==> src/rtl/bcc_pkg.sv <==
`timescale 1ns / 1ps
`default_nettype none
// ----------------------------------------------------------------------------
// bcc_pkg: shared types and constants for the barycentric weight pipeline
// Item layouts, datapath widths and fixed-point constants.
// ----------------------------------------------------------------------------
package bcc_pkg;

    localparam int FieldW   = 16;              // width of one input coordinate field
    localparam int CoordBits = 16;             // low bits of each field that are used
    localparam int FracBits = 16;              // fraction bits of the weights
    localparam int WeightW  = 32;              // weight width

    localparam int VecW     = CoordBits + 1;   // edge vector component
    localparam int ProdW    = 2 * VecW;        // component product
    localparam int DotW     = ProdW + 2;       // dot product (sum of three)
    localparam int HalfW    = DotW / 2;        // split point of the wide multiply
    localparam int WideW    = 2 * DotW;        // product of two dot products
    localparam int NumW     = WideW + 1;       // determinant / numerator
    localparam int QBits    = WeightW + 1;     // quotient bits incl. rounding bit
    localparam int PreShift = QBits - FracBits - 1;
    localparam int SumW     = WeightW + 2;     // weight_a before saturation

    localparam logic signed [SumW-1:0] WeightOne = SumW'(longint'(1) << FracBits);
    localparam logic signed [SumW-1:0] WeightMax =
        SumW'((longint'(1) << (WeightW - 1)) - 1);
    localparam logic signed [SumW-1:0] WeightMin =
        SumW'(-(longint'(1) << (WeightW - 1)));

    typedef logic signed [FieldW-1:0] t_field;

    typedef struct packed {
        t_field a_x;
        t_field a_y;
        t_field a_z;
        t_field b_x;
        t_field b_y;
        t_field b_z;
        t_field c_x;
        t_field c_y;
        t_field c_z;
        t_field q_x;
        t_field q_y;
        t_field q_z;
    } t_in;

    typedef struct packed {
        logic signed [WeightW-1:0] weight_a;
        logic signed [WeightW-1:0] weight_b;
        logic signed [WeightW-1:0] weight_c;
        logic                      degenerate;
    } t_out;

    // Sign-extend the used low bits of a coordinate field
    function automatic logic signed [VecW-1:0] coord(input t_field f);
        logic signed [CoordBits-1:0] c;
        c = f[CoordBits-1:0];
        return VecW'(c);
    endfunction

endpackage
`default_nettype wire

==> src/rtl/bcc_wmul.sv <==
`timescale 1ns / 1ps
`default_nettype none
// ----------------------------------------------------------------------------
// bcc_wmul: two-stage signed multiply of two dot products
// Splits each operand into halves, registers four partial products, then sums.
// ----------------------------------------------------------------------------
module bcc_wmul (
    input  wire logic                                i_clk,
    input  wire logic                                i_en,
    input  wire logic signed [bcc_pkg::DotW-1:0]     i_a,
    input  wire logic signed [bcc_pkg::DotW-1:0]     i_b,
    output logic signed [bcc_pkg::WideW-1:0]         o_p
);
    localparam int H = bcc_pkg::HalfW;
    localparam int W = bcc_pkg::WideW;

    logic signed [H-1:0]   a_hi, b_hi;
    logic        [H-1:0]   a_lo, b_lo;
    logic signed [2*H-1:0] r_hh, n_hh;
    logic signed [2*H:0]   r_hl, n_hl, r_lh, n_lh;
    logic        [2*H-1:0] r_ll, n_ll;
    logic signed [W-1:0]   r_p, n_p;

    assign a_hi = i_a[bcc_pkg::DotW-1:H];
    assign b_hi = i_b[bcc_pkg::DotW-1:H];
    assign a_lo = i_a[H-1:0];
    assign b_lo = i_b[H-1:0];

    // partial products
    always_comb begin
        n_hh = a_hi * b_hi;
        n_hl = a_hi * $signed({1'b0, b_lo});
        n_lh = b_hi * $signed({1'b0, a_lo});
        n_ll = a_lo * b_lo;
    end

    always_ff @(posedge i_clk) begin
        if (i_en) begin
            r_hh <= n_hh;
            r_hl <= n_hl;
            r_lh <= n_lh;
            r_ll <= n_ll;
        end
    end

    // recombine
    assign n_p = (W'(r_hh) <<< (2 * H)) + (W'(r_hl) <<< H) + (W'(r_lh) <<< H) + W'(r_ll);

    always_ff @(posedge i_clk) begin
        if (i_en) begin
            r_p <= n_p;
        end
    end

    assign o_p = r_p;

endmodule
`default_nettype wire

==> config.mk <==
export PLATFORM = sky130hd
export DESIGN_NAME = bcc_wmul
export DESIGN_NICKNAME = d
export VERILOG_FILES = /design/src/rtl/bcc_pkg.sv /design/src/rtl/bcc_wmul.sv
export SDC_FILE = /design/constraint.sdc
export NUM_CORES = 2
export LEC_CHECK = 0
export BUFFER_PORTS_ARGS = -buffer_cell sky130_fd_sc_hd__clkbuf_2
export CAP_MARGIN = 5
export CORE_AREA = 2 2 565 286
export CTS_BUF_LIST = sky130_fd_sc_hd__clkbuf_8
export DETAILED_ROUTE_END_ITERATION = 6
export DIE_AREA = 0 0 567 288
export GPL_TIMING_DRIVEN = 0
export PLACE_DENSITY_LB_ADDON = 0.25
export SLEW_MARGIN = 0
export SYNTH_ARGS = -nofsm -noshare
export SYNTH_HDL_FRONTEND = slang
export SYNTH_SLANG_ARGS = --single-unit
==> constraint.sdc <==
create_clock -name i_clk -period 15.3 [get_ports i_clk]
set_input_delay 0 -clock i_clk [delete_from_list [all_inputs] [get_ports i_clk]]
set_output_delay 0 -clock i_clk [all_outputs]
set_load 0.005 [all_outputs]
; Word level (Yosys, flattened, before mapping)
; Index checks and enable logic that the tools add are counted.
[word_totals]
word_cells = 12
output_inout_bits = 72
in_bits = 74
register_bits = 218
[op_classes]
n_mul = 4
addsub = 3
[ops]
columns = cell, n
row1 = $add 72x72->72, 2
row2 = $mul 18x19->37, 2
row3 = $add 72x36->72, 1
row4 = $mul 18x18->36, 2

; Depth between registers and ports, before layout
[depth]
depth_word = 3
depth_mapped = 25
mapped_depth_nobuf = 24

; Least setup slack after synthesis
; OpenSTA, ideal clock, no wires.
[synth_timing]
kind = input port to flip-flop
from = in i_a[7] in the netlist's numbering
to = reg r_ll[32] (data pin)
required_time_ns = 15.036
n_path_buf = 2
t_arrival_ns = 5.802
slack_ns = 9.235
setup_time_ns = 0.264
stages = 24
cell_sequence = clkbuf_1 clkbuf_1 nand2_1 fa_1 inv_1 fa_1 inv_1 fa_1 inv_1 fa_1 fa_1 inv_1 fa_1 inv_1 ha_1 and3_4 a221o_1 a21oi_2 o21a_4 o311ai_4 o41a_1 a211o_1 a21oi_2 xnor2_1
[synth_via]
elab_chain_len = 1
[synth_lines]
columns = item, line_no
row1 = "start, declared", bcc_wmul.sv:10  ; input wire logic signed [bcc_pkg::DotW-1:0] i_a,
row2 = $mul 18x18->36, bcc_wmul.sv:34  ; n_ll = a_lo * b_lo;
row3 = net n_ll[32], bcc_wmul.sv:21  ; logic [2*H-1:0] r_ll, n_ll;
row4 = "end signal, assigned", bcc_wmul.sv:42  ; r_ll <= n_ll;
row5 = "end, declared", bcc_wmul.sv:21
; The timed path passes the listed nets, and every way through them passes these cells.
; A chain may end at the register's enable or synchronous reset.

; Worst setup path after layout
[layout_timing]
from = in i_b[27] in the netlist's numbering
to = reg r_lh[35] (data pin)
[layout_via]
elab_chain_len = 1
[layout_lines]
columns = item, line_no
row1 = "start, declared", bcc_wmul.sv:11  ; input wire logic signed [bcc_pkg::DotW-1:0] i_b,
row2 = $mul 18x19->37, bcc_wmul.sv:33  ; n_lh = b_hi * $signed({1'b0, a_lo});
row3 = net n_lh[35], bcc_wmul.sv:20  ; logic signed [2*H:0] r_hl, n_hl, r_lh, n_lh;
row4 = "end signal, assigned", bcc_wmul.sv:41  ; r_lh <= n_lh;
row5 = "end, declared", bcc_wmul.sv:20
; The timed path passes the listed nets, and every way through them passes these cells.

==> flow_metrics.env <==
export IMPL_drc=3
export IMPL_critPathKind="in -> reg"
export IMPL_drtIter0Drc=5274
export IMPL_critPathMaxFanout=10
export IMPL_violations="DRC, capacitance limit, slew limit"
export IMPL_path_clk_slew_ns=0.06
export IMPL_synth_cell_types=78
export IMPL_numCtsBuffers=42
export IMPL_rsz0062_at_grt="no"
export IMPL_dp_hpwl_um=187000
export IMPL_clock_latency_ns=0.70
export IMPL_drt_pass1_iter_count=7
export IMPL_setup_viol=0
export IMPL_drv_cap=1
export IMPL_num_fill_cells=16200
export IMPL_drv_slew=10
export IMPL_worst_slack_ns=7.07
export IMPL_chipHeight_um=288
export IMPL_synth_area_um2=55100
export IMPL_viasPerCell=5.19
export IMPL_drive_gt1_share_pct=3.53
export IMPL_fin_area_um2=59400
export IMPL_synth_ff_type="edfxtp_1"
export IMPL_place_ws_ns=6.42
export IMPL_postRouteWirelength_um=221000
export IMPL_antenna_found_initial=51
export IMPL_dieArea_um2=163000
export IMPL_grt_max_degree=95
export IMPL_tritoncts="done"
export IMPL_grt_total_usage_pct=27.5
export IMPL_reg2reg_slack_ns=9.73
export IMPL_drt_antenna_violating_nets=0
export IMPL_cts_max_level=2
export IMPL_hold_violations=0
export IMPL_yosysSeqAreaShare_pct=11.9
export IMPL_placed_cells=8036
export IMPL_core_area_um2=159000
export IMPL_vias=42300
export IMPL_area_delta_synth_final_pct=7.87
export IMPL_setup_tns_final_ns=0
export IMPL_max_slew_margin_pct=-0.310
export IMPL_place_area_um2=58400
export IMPL_place_gp_congestion=1.01
export IMPL_hp_class="in -> reg"
export IMPL_worst_pin_slew_ns=1.50
export IMPL_yosysWarningCount=0
export IMPL_period_needed_ns=8.23
export IMPL_synth_seq_cells=218
export IMPL_row_count=104
export IMPL_ios=146
export IMPL_wl_per_cell_um=27.1
export IMPL_final_nets=7716
export IMPL_grt_pass1_vias=42500
export IMPL_clock_sinks=218
export IMPL_syn_avg_cell_area_um2=9.49
export IMPL_skew_ns=0.0484
export IMPL_syn_inst=5809
export IMPL_port_buffers=100
export IMPL_syn_nets=7555
export IMPL_crit_required_ns=15.59
export IMPL_fmax_ghz=0.122
export IMPL_start_util_pct=34.6
export IMPL_cts_max_path_buffers=3
export IMPL_async_flop_share_pct=0
export IMPL_synth_edf_count=218
export IMPL_overflow=0
export IMPL_ctsRootBufferMaster="clkbuf_8"
export IMPL_finalCritPeriodShare_pct=53.8
export IMPL_status="finished with violations"
export IMPL_cp_start_kind="primary input"
export IMPL_end_kind="flop"
export IMPL_cp_arrival_ns=8.52
export IMPL_grt_pass1_wl_um=316000
export IMPL_fin_cells=8146
export IMPL_chipWidth_um=567
[flip-flops by register name (all words and copies together), names as in the netlist]
signal  flops
r_hl       37
r_ll       36
r_hh       36
o_p        72
r_lh       37
[metrics by stage]
step	util, %	hold WS [ns]
floorplan	-	0.112
global placement	36.6	0.406
detailed placement	36.7	0.406
CTS	37.2	0.0323
global route	37.3	0.0255
finish	37.4	0.0931
[routing by layer]
metal  up-vias  track usage [%]  part of all wire [%]
li1      17900                -                     -
met1     21700             43.4                    48
met2      2422             32.4                    34
met3       206             13.4                    17
met4        22             4.26                   1.6
met5         -            0.546                  0.17
[synth_stat cells, types with 10 or more instances]
cell type | count | area [um^2]
a2111oi_0 | 10 | 87.6
a21oi_1 | 151 | 756
nand2b_1 | 48 | 300
a211oi_1 | 13 | 97.6
o21ai_1 | 31 | 155
nand2_1 | 716 | 2690
o21bai_1 | 20 | 150
nor3_1 | 27 | 135
nand4_1 | 20 | 125
a31oi_1 | 10 | 62.6
nand3_1 | 41 | 205
inv_1 | 1308 | 4910
xnor2_1 | 125 | 1090
xor2_1 | 44 | 385
o21a_1 | 24 | 180
nor2_1 | 121 | 454
o21ai_0 | 67 | 335
clkbuf_1 | 277 | 1040
and3_1 | 19 | 119
a21o_1 | 70 | 526
ha_1 | 521 | 6520
o211ai_1 | 14 | 105
fa_1 | 1151 | 23000
and2_1 | 616 | 3850
nor2b_1 | 16 | 100
edfxtp_1 | 218 | 6550
[cells by family (layout without fill, tap and decap cells)]
logic type	Yosys count	count (layout)	share of synthesized area [%]
muxes	1	1	0.0182
xor gates and xnor gates	169	169	2.69
DFF	218	218	11.9
adders and majority gates	1672	1672	53.6
other	0	27	0
and+or+nand+nor	1663	1663	15.0
AOI/OAI and AO/OA	492	492	5.91
buffers and inverters	1594	1784	10.9
[placed cells by master (no fill, tap or decap), drive strengths merged, types with 8 or more instances in the layout]
| cell type | netlist | layout |
|---|---|---|
| inv | 1308 | 1321 |
| nand4 | 20 | 20 |
| and3 | 20 | 20 |
| xor2 | 44 | 44 |
| a2111oi | 13 | 13 |
| xnor2 | 125 | 125 |
| nor3 | 27 | 27 |
| clkbuf | 277 | 420 |
| o21a | 25 | 25 |
| or3 | 8 | 8 |
| a21o | 70 | 70 |
| edfxtp | 218 | 218 |
| a31oi | 12 | 12 |
| o311ai | 9 | 9 |
| a211oi | 15 | 15 |
| nor2 | 121 | 121 |
| and2 | 617 | 617 |
| clkinv | 0 | 16 |
| buf | 9 | 25 |
| nand3 | 41 | 41 |
| nand2b | 48 | 48 |
| ha | 521 | 521 |
| o21bai | 20 | 20 |
| diode | 0 | 27 |
| fa | 1151 | 1151 |
| a21oi | 154 | 154 |
| nand2 | 716 | 716 |
| o211ai | 15 | 15 |
| o31a | 8 | 8 |
| o21ai | 99 | 99 |
| nor2b | 16 | 16 |
| a211o | 8 | 8 |
[worst paths after layout]
path / cells after the start / to / from
worst min-delay path: 3 / r_hh[1]$_DFFE_PP_ / i_b[19]
worst max register to register: 11 / o_p[71]$_DFFE_PP_ / r_lh[15]$_DFFE_PP_
worst min register to register: 0 / o_p[10]$_DFFE_PP_ / r_ll[10]$_DFFE_PP_
worst max-delay path: 23 / r_lh[35]$_DFFE_PP_ / i_b[27]
[final cells by class]
type                       count  area, um^2  area share [%]
multi-input combinational   3997       42600            71.7
sequential                   218        6550            11.0
inverter                    1308        4910            8.26
tap                         2120        2650            4.46
buffer                       286        1090            1.83
timing repair buffer         117         790            1.33
clock buffer                  43         592           0.996
clock inverter                30         165           0.278
antenna                       27        67.6           0.114
[what timing repair did]
item,CTS,global route
setup buffers,0,0
hold buffers,1,0
resized for setup,0,0
hold endpoints to repair,31,0
[worst max-delay path: stages]
cell and delay (ns):
clkbuf_1 0.91, clkbuf_1 0.73, nand2_1 0.19, fa_1 0.59
inv_1 0.05, fa_1 0.50, inv_1 0.06, fa_1 0.54
inv_1 0.05, fa_1 0.49, fa_1 0.51, inv_1 0.06
fa_1 0.48, inv_1 0.05, ha_1 0.38, and4_1 0.31
o2111a_1 0.25, a211oi_2 0.11, o22ai_1 0.50, o21ai_1 0.27
o2111ai_1 0.29, a21oi_1 0.12, xnor2_1 1.03
Power is left out: the tool's default activity adds up to more than one toggle a clock period on the data nets, which glitch-free logic cannot reach.
